File: config.mk
export PLATFORM = sky130hd
export DESIGN_NAME = fwms_select
export DESIGN_NICKNAME = d
export VERILOG_FILES = /design/src/rtl/core/fwms_pkg.sv /design/src/rtl/core/fwms_select.sv
export SDC_FILE = /design/constraint.sdc
export NUM_CORES = 1
export LEC_CHECK = 0
export ABC_AREA = 1
export BUFFER_PORTS_ARGS = -buffer_cell sky130_fd_sc_hd__buf_4
export CORE_UTILIZATION = 35
export DETAILED_ROUTE_END_ITERATION = 8
export REMOVE_ABC_BUFFERS = 1
export SKIP_LAST_GASP = 1
export SLEW_MARGIN = 20
export SYNTH_ARGS = -nofsm -noshare
export SYNTH_HDL_FRONTEND = slang
export SYNTH_SLANG_ARGS = --single-unit
export TNS_END_PERCENT = 5
File: constraint.sdc
create_clock -name vclk -period 3.9
set_input_delay 0.195 -clock vclk [all_inputs]
set_output_delay 0.195 -clock vclk [all_outputs]
set_load 0.05 [all_outputs]
File: src/rtl/core/fwms_pkg.sv
// ----------------------------------------------------------------------------
// fwms_pkg
// Types, codes and default sizes shared by the four-way merge selector.
// ----------------------------------------------------------------------------
package fwms_pkg;

	localparam int VALUE_W            = 32;
	localparam int LANE_FIELD_W       = 2;
	localparam int LANES_DEFAULT      = 4;
	localparam int LANE_DEPTH_DEFAULT = 256;

	typedef enum logic {
		OP_PUSH = 1'b0,
		OP_POP  = 1'b1
	} op_t;

	typedef enum logic [1:0] {
		ST_OK    = 2'd0,
		ST_FULL  = 2'd1,
		ST_EMPTY = 2'd2
	} status_t;

	typedef struct packed {
		op_t                        operation;
		logic [LANE_FIELD_W-1:0]    lane;
		logic signed [VALUE_W-1:0]  value;
	} req_t;

	typedef struct packed {
		status_t                    status;
		logic signed [VALUE_W-1:0]  result_value;
		logic [LANE_FIELD_W-1:0]    source_lane;
	} rsp_t;

	// Per-lane command from the top level
	typedef struct packed {
		logic                       push;
		logic                       pop;
		logic signed [VALUE_W-1:0]  value;
	} lane_ctl_t;

	// Per-lane status toward the selector and the top level
	typedef struct packed {
		logic                       nonempty;
		logic                       full;
		logic signed [VALUE_W-1:0]  head;
	} lane_stat_t;

endpackage

File: src/rtl/core/fwms_select.sv
// ----------------------------------------------------------------------------
// fwms_select
// Picks the smallest head among the non-empty lanes with a compare tree;
// on equal values the lower lane wins.
// ----------------------------------------------------------------------------
module fwms_select import fwms_pkg::*; #(
	parameter int LANES = LANES_DEFAULT
) (
	input  logic                       clk,
	input  logic                       arst_n,
	input  lane_stat_t [LANES-1:0]     stat,
	output logic                       win_valid,
	output logic [$clog2(LANES)-1:0]   win_lane,
	output logic signed [VALUE_W-1:0]  win_value
);

	localparam int IDX_W = $clog2(LANES);
	localparam int LEAFS = 1 << IDX_W;
	localparam int NODES = 2 * LEAFS - 1;

	logic                      nv   [NODES];
	logic signed [VALUE_W-1:0] nval [NODES];
	logic [IDX_W-1:0]          nidx [NODES];

	for (genvar i = 0; i < LEAFS; i++) begin : g_leaf
		if (i < LANES) begin : g_used
			assign nv[LEAFS-1+i]   = stat[i].nonempty;
			assign nval[LEAFS-1+i] = stat[i].head;
		end else begin : g_pad
			assign nv[LEAFS-1+i]   = 1'b0;
			assign nval[LEAFS-1+i] = '0;
		end
		assign nidx[LEAFS-1+i] = IDX_W'(i);
	end

	// Left child always holds the lower lane numbers, so it wins ties
	for (genvar k = 0; k < LEAFS - 1; k++) begin : g_node
		logic take_left;
		assign take_left = nv[2*k+1] && (!nv[2*k+2] || (nval[2*k+1] <= nval[2*k+2]));
		assign nv[k]     = nv[2*k+1] || nv[2*k+2];
		assign nval[k]   = take_left ? nval[2*k+1] : nval[2*k+2];
		assign nidx[k]   = take_left ? nidx[2*k+1] : nidx[2*k+2];
	end

	assign win_valid = nv[0];
	assign win_lane  = nidx[0];
	assign win_value = nval[0];

	a_win_nonempty: assert property (@(posedge clk) disable iff (!arst_n)
		win_valid |-> stat[win_lane].nonempty && (stat[win_lane].head == win_value))
		else $error("selected lane is empty or head mismatch");

endmodule

# ---- After elaboration in Yosys (flattened, before gate mapping)
# Index checks and enable logic that the tools add are counted.
dict set report op_classes {
  n_lt_le_gt_ge 3
  mux 6
  n_reduce_logical 12
}
# op count
set op_table {}
lappend op_table {{32-bit less-or-equal comparator} 3}
lappend op_table {{32-bit 2-to-1 mux} 3}
lappend op_table {{1-bit logical OR} 6}
lappend op_table {{1-bit logical AND} 3}
lappend op_table {{1-bit logical NOT} 3}
lappend op_table {{1-bit 2-to-1 mux} 2}
lappend op_table {{2-bit 2-to-1 mux} 1}
dict set report word_totals {
  ff_bits 0
  in_bits 138
  out_inout_bits 35
  wordCells 21
}

# ---- Depth between registers and ports, before layout
# Gate-level depths: netlist of run 1.
dict set report logic_depth {
  word_depth 8
  mapped_depth 38
  ltp_nobuf 36
}

# ---- Worst setup path before layout of run 1
# No wires, ideal clock.
dict set report synth_path {
  path_kind {input port to output port}
  start {in stat[65] (netlist name)}
  end {out win_value[21]}
  t_arrival_ns 3.553
  required_time_ns 3.705
  setup_slack_ns 0.152
  stages 23
  n_path_buf 2
  cell_sequence {inv_1 ha_1 a21oi_1 o21a_1 nand2_1 a21oi_1 nand3_1 nand3_2 buf_2 nand3_1 and2_1 ha_1 a21o_1 o21ai_1 nand2_1 a21oi_1 nand2_1 nand2_1 nand3_2 nand2_4 buf_2 nand3_1 nand2_1}
}
dict set report synth_via {
  elab_chain_len 8
}
# item line
set synth_lines {}
lappend synth_lines {{start, declared} fwms_select.sv:11} ;# input lane_stat_t [LANES-1:0] stat,
lappend synth_lines {{32-bit less-or-equal comparator} fwms_select.sv:39} ;# assign take_left = nv[2*k+1] && (!nv[2*k+2] || (nval[2*k+1] <= nval[2*k+2]));
lappend synth_lines {{1-bit logical OR} fwms_select.sv:39}
lappend synth_lines {{1-bit logical AND} fwms_select.sv:39}
lappend synth_lines {{32-bit 2-to-1 mux *} fwms_select.sv:41} ;# assign nval[k] = take_left ? nval[2*k+1] : nval[2*k+2];
lappend synth_lines {{32-bit less-or-equal comparator} fwms_select.sv:39}
lappend synth_lines {{1-bit logical OR} fwms_select.sv:39}
lappend synth_lines {{1-bit logical AND} fwms_select.sv:39}
lappend synth_lines {{32-bit 2-to-1 mux *} fwms_select.sv:41}
lappend synth_lines {{end, declared} fwms_select.sv:14} ;# output logic signed [VALUE_W-1:0] win_value
# Mark *: on every way between the ends. The rest lies on a longest branch, timed or not.

# ---- Worst setup path in the final report of run 1
dict set report layout_path {
  start {in stat[27] (netlist name)}
  end {out win_value[1]}
}
# The elaborated chain is that of the path after synthesis.

==> results.md, run 1 <==
* P_leak at 4.00 nW
* Total inserted antenna cells at 0
* Post-synth design cell area at 4300 sq um
* Met2 usage in global routing at 38.2%
* Remaining antenna violation count after routing at 0
* CP Capture Type: output port
* Path type of the worst setup path: in2out
* Result of the run: finished with violations
* Growth of design area from synthesis to finish at 50.2%
* Hpwl dp at 11600 microns
* Max Cap Viol at 0
* Initial antenna violation count at 0
* Post-placement cell count at 1123
* Most common cell after layout, fill and taps aside: sky130_fd_sc_hd__nand2_1
* Horiz. Die Dim at 113 microns
* Slowest cell on the critical path: sky130_fd_sc_hd__ha_1
* Wire length of the first global-routing pass at 22000 microns
* Core footprint at 12000 sq um
* Final Hold Vio Count at 0
* Largest net degree at the start of global routing at 35
* Critical path data arrival time at 3.80 ns
* Post-route total power at 0.00165 W
* Number of ports placed on the die boundary at 173
* Setup repair after global routing missed its margin: true
* Gate count after technology mapping at 788
* Share of cells above drive strength 1 at 26.8%
* Sum of overflow across all layers after global routing at 0
* Number of remaining DRC errors at 1
* Count of placed standard cells in the final layout, fillers left out at 1129
* Cell variety after synth at 25
* Kind of start point of the critical path: input port
* Average vias per placed instance at 4.75
* Sequential element share of the synthesized area at 0%
* Power density relative to cell area at 256 nW/um^2
* Starting density of the core at 35.8%
* Mean Syn Cell Area at 5.45 sq um
* Slew of the pin with the lowest slew margin at 0.437 ns
* Maximum net fanout on the critical path at 8
* Achievable clock frequency at 250 MHz
* Quantity of I/O buffers inserted on ports at 167
* Global placement routability congestion at 0.866
* Die Area at 12700 sq um
* Global-route layer with the greatest usage: met2
* Area taken by flip-flops and latches at 0 sq um
* Relative slew slack at 70.9%
* Required arrival time at the worst endpoint at 3.70 ns
* Summed area of non-filler cells in the final layout at 6450 sq um
* GR Util met1 at 27.2%
* Period utilization at 102%
* Number of setup violations in the final report at 33
* Final Hold Slack at 0.780 ns
* Warnings, synthesis at 0
* Violations in the final reports: design-rule violations, negative setup slack
* Final count of pins violating max slew at 0
* Max VDD drop at 0.243 mV
* Most frequent cells in the layout: 231 x sky130_fd_sc_hd__nand2_1, 178 x sky130_fd_sc_hd__buf_4, 153 x sky130_fd_sc_hd__inv_1
* Count of clock-net buffers in the final layout at 0
* Library cell appearing most often on the critical path: sky130_fd_sc_hd__nand2_1
* Cell area after placement at 6020 sq um
* Via count of the routed design at 5358
* Setup ws final at -0.0968 ns
* Number of optimization iterations in the first detailed-route pass at 7
* Count of sequential standard cells at 0
* All-Layer GR Usage at 20.6%
* Initial drt markers at 231
* Hold crit path type: in2out
* Row cnt at 40
* Number of hold buffers added after cts at 0
* Final worst path period need at 4.00 ns
* Routed length per placed instance at 12.4 microns
* Die Ht at 113 microns
* Routed wire length at 14000 microns
* Final #Nets at 1218
* Via count of the first global-routing pass at 5044
* Met3 demand-to-capacity share in global routing at 1.61%
* Largest incremental delay on the critical path at 0.31 ns
==> metal layers <==
metal / share of wire (%) / wire [microns] / up-vias
li1: - / - / 2897
met1: 48 / 6760 / 2302
met2: 46 / 6470 / 153
met3: 5.2 / 728 / 6
met4: 0.51 / 72 / 0
met5: 0 / 0 / -
==> cells by family (layout without fill, tap and decap cells) <==
group,count (synthesis),count (layout),share of synthesized area (%)
AO/OA/AOI/OAI,65,65,8.30
adder cells (fa/ha/maj),96,96,28.0
AND/OR/NAND/NOR,445,445,46.2
buffers and inverters,182,376,17.5
==> synth_stat cells <==
cell                         n  area [sq um]
sky130_fd_sc_hd__o21ai_0     8          40.0
sky130_fd_sc_hd__nand2_4     3          33.8
sky130_fd_sc_hd__and2_1     32           200
sky130_fd_sc_hd__o21a_1      6          45.0
sky130_fd_sc_hd__buf_4       6          45.0
sky130_fd_sc_hd__nand3_1   136           681
sky130_fd_sc_hd__and3_1      1          6.26
sky130_fd_sc_hd__buf_6       5          56.3
sky130_fd_sc_hd__nor2_1     26          97.6
sky130_fd_sc_hd__a41oi_1     1          8.76
sky130_fd_sc_hd__clkbuf_1    4          15.0
sky130_fd_sc_hd__nand2_1   237           890
sky130_fd_sc_hd__nor3_2      1          10.0
sky130_fd_sc_hd__nand3_2     3          30.0
sky130_fd_sc_hd__nor2_2      2          12.5
sky130_fd_sc_hd__a21oi_1    44           220
sky130_fd_sc_hd__o21ai_1     1          5.00
sky130_fd_sc_hd__inv_1     155           582
sky130_fd_sc_hd__ha_1       96          1200
sky130_fd_sc_hd__buf_2       8          40.0
sky130_fd_sc_hd__buf_1       3          11.3
sky130_fd_sc_hd__a21o_1      4          30.0
sky130_fd_sc_hd__inv_2       1          3.75
sky130_fd_sc_hd__a21boi_0    1          7.51
sky130_fd_sc_hd__nand4_1     4          25.0
==> per-stage QoR <==
stage	utilization, %	setup TNS (ns)	setup slack, ns
after floorplan	-	-14.76	-0.451
after global placement	50.1	-2.14	-0.0976
after detailed placement	50.1	-2.51	-0.119
after CTS	50.3	-3.25	-0.123
after global routing	53.7	-12.65	-0.394
final	53.7	-2.34	-0.0968
==> path summary, 6_finish.rpt <==
check,from,slack (ns),endpoint,cells after the start
hold / removal,stat[135],0.78,win_valid,4
setup / recovery,stat[27],-0.1,win_value[1],29
==> area by class of cell <==
class,instances,area [sq um]
tap,147,184
multi-input combinational,606,3720
fill,1297,5560
timing repair buffer,220,1960
inverter,156,593
==> repair_timing <==
action,4_1_cts,5_1_grt
buffers inserted,0,1
pin swaps,1,16
cloned,0,5
gates resized for setup,4,68
endpoints found under the setup margin,33,34
==> report_power, final <==
| part | internal [W] | leakage, nW | switching, W | total [W] |
|---|---|---|---|---|
| sequential | 0 | 0 | 0 | 0 |
| combinational | 0.000671 | 4.00 | 0.000983 | 0.00165 |
| clock | 0 | 0 | 0 | 0 |
| total | 0.000671 | 4.00 | 0.000983 | 0.00165 |
==> worst max-delay path: cells and delay by family <==
family | cells | cell delay, ns
adders and majority gates | 2 | 0.60
AOI/OAI and AO/OA | 2 | 0.34
and+or+nand+nor | 20 | 2.02
buffers and inverters | 5 | 0.62
No activity file was read; power rests on OpenSTA's default activity.
==> run 2, diff against run 1 <==
- clock period: 3.9 -> 4.65 ns (I/O delays scaled with it)
==> run 2 against run 1 <==
  * The flow now finishes without violations
  * Global-route usage is 1.2 points lower
  * Flip-flop and latch count stayed put
  * Cell area is 13% lower
  * Setup slack better by 0.51 ns
  * Combinational power is 29% lower
  * Highest routed layer is now met3
==> results.md, run 2 (synthesis gave the netlist of run 1 again) <==
* Library cell appearing most often on the critical path: sky130_fd_sc_hd__nand2_1 (unchanged)
* Starting density of the core at 35.8% (unchanged)
* Sum of overflow across all layers after global routing at 0 (unchanged)
* Total inserted antenna cells at 0 (unchanged)
* Horiz. Die Dim at 113 microns (unchanged)
* Core footprint at 12000 sq um (unchanged)
* Required arrival time at the worst endpoint at 4.42 ns (was 3.70 ns)
* Kind of start point of the critical path: input port (unchanged)
* Routed wire length at 12500 microns (was 14000 microns)
* Via count of the routed design at 5096 (was 5358)
* Quantity of I/O buffers inserted on ports at 167 (unchanged)
* Final Core Density at 47.0% (was 53.7%)
* Combinational fraction of design power at 100.0% (about the same)
* Die Ht at 113 microns (unchanged)
* Number of optimization iterations in the first detailed-route pass at 5 (was 7)
* Switching power total at 0.000753 W (was 0.000983 W)
* Via count of the first global-routing pass at 4744 (was 5044)
* Final worst path period need at 4.23 ns
* Wire length of the first global-routing pass at 20600 microns (was 22000 microns)
* Setup ws final at 0.418 ns (was -0.0968 ns)
* Number of setup violations in the final report at 0 (was 33)
* Max Cap Viol at 0 (unchanged)
* Final count of pins violating max slew at 0 (unchanged)
* Initial antenna violation count at 0 (unchanged)
* Slowest cell on the critical path: sky130_fd_sc_hd__ha_1 (unchanged)
* Row cnt at 40 (unchanged)
* Most frequent cells in the layout: 237 x sky130_fd_sc_hd__nand2_1, 172 x sky130_fd_sc_hd__buf_4, 155 x sky130_fd_sc_hd__inv_1 (was 231 x sky130_fd_sc_hd__nand2_1, 178 x sky130_fd_sc_hd__buf_4, 153 x sky130_fd_sc_hd__inv_1)
* Area of combinational cells with multiple inputs at 3550 sq um (was 3720 sq um)
* Internal power of the cells at 0.000416 W (was 0.000671 W)
* Path type of the worst setup path: in2out (unchanged)
* Largest incremental delay on the critical path at 0.30 ns (was 0.31 ns)
* Largest net degree at the start of global routing at 35 (unchanged)
* Post-Place Setup Slack at 0.324 ns (was -0.119 ns)
* Final Hold Slack at 0.853 ns (was 0.780 ns)
* Switching portion of total power at 64.4% (was 59.4%)
* Growth of design area from synthesis to finish at 31.4% (was 50.2%)
* Die Area at 12700 sq um (unchanged)
* Setup repair after global routing missed its margin: false (was true)
* Number of remaining DRC errors at 0 (was 1)
* Max VDD drop at 0.183 mV (was 0.243 mV)
* Hold crit path type: in2out (unchanged)
* Number of ports placed on the die boundary at 173 (unchanged)
* Area taken by flip-flops and latches at 0 sq um (unchanged)
* Summed area of non-filler cells in the final layout at 5640 sq um (was 6450 sq um)
* Power density relative to cell area at 207 nW/um^2 (was 256 nW/um^2)
* Hpwl dp at 10900 microns (was 11600 microns)
* Maximum net fanout on the critical path at 32 (was 8)
* Slew of the pin with the lowest slew margin at 0.438 ns (was 0.437 ns)
* Global placement routability congestion at 0.848 (was 0.866)
* Count of sequential standard cells at 0 (unchanged)
* Count of clock-net buffers in the final layout at 0 (unchanged)
* Final-layout fill cell count at 1342 (was 1297)
* CP Capture Type: output port (unchanged)
* Achievable clock frequency at 236 MHz
* Remaining antenna violation count after routing at 0 (unchanged)
* Number of hold buffers added after cts at 0 (unchanged)
* Sequential cell fraction of total power at 0% (about the same)
* Result of the run: finished clean (was finished with violations)
* Setup TNS after final layout at 0 ns (was -2.34 ns)
* Final Hold Vio Count at 0 (unchanged)
* All-Layer GR Usage at 19.4% (was 20.6%)
* Share of cells above drive strength 1 at 19.7% (was 26.8%)
* Initial drt markers at 295 (was 231)
* Average vias per placed instance at 4.71 (was 4.75)
* Final #Nets at 1172 (was 1218)
* Critical path data arrival time at 4.00 ns (was 3.80 ns)
* Period utilization at 91.0%
* Most common cell after layout, fill and taps aside: sky130_fd_sc_hd__nand2_1 (unchanged)
* P_leak at 3.65 nW (was 4.00 nW)
* Hold depth at 4 (unchanged)
* Part of the total power dissipated in the clock network at 0% (about the same)
* Routed length per placed instance at 11.5 microns (was 12.4 microns)
* Cell area after placement at 5630 sq um (was 6020 sq um)
* Relative slew slack at 70.8% (was 70.9%)
[run 2: cell count changes in the layout (fill, tap and decap cells not counted), sizes merged]
| cell | delta |
|---|---|
| buf | -41 |
| clkbuf | -5 |
[run 2: power by group through the flow]
stage	registers [W]	clock network, W	logic [W]
floorplan	0	0	0.000781
global placement	0	0	0.00117
detailed placement	0	0	0.00117
CTS	0	0	0.00118
global route	0	0	0.00130
finish	0	0	0.00117
[run 2: cell type report]
| type | instances | area share [%] |
|---|---|---|
| Inverter | 156 | 10.4 |
| Multi-Input combinational cell | 606 | 62.9 |
| Tap cell | 147 | 3.26 |
| Timing Repair Buffer | 174 | 23.4 |
[run 2: critical path, delay by kind of cell]
family                   cells  cell delay, ns
adder cells (fa/ha/maj)      2            0.59
buffers and inverters        6            0.81
AND/OR/NAND/NOR             21            2.34
[run 2: path summary, 6_finish.rpt]
check | from | end | slack (ns)
worst max-delay path | stat[57] | win_value[29] | 0.42
worst min-delay path | stat[135] | win_valid | 0.85
[run 2: routing by layer]
layer  part of all wire (%)  routed length [microns]  track usage (%)
met2                     46                     5680             35.2
met1                     48                     5980             26.1
met4                      0                        0           0.0889
met5                      0                        0                0
met3                    6.5                      807             1.93
[run 2: metrics by stage]
step	cells	total power, W
2_1_floorplan	762	0.000781
3_3_place_gp	1083	0.00117
3_5_place_dp	1083	0.00117
4_1_cts	1083	0.00118
5_1_grt	1083	0.00130
6_report	1083	0.00117
[run 2: timing repair]
action | CTS | global route
endpoints found under the setup margin | 0 | 33
buffers inserted | 0 | 0
gates resized for setup | 0 | 2
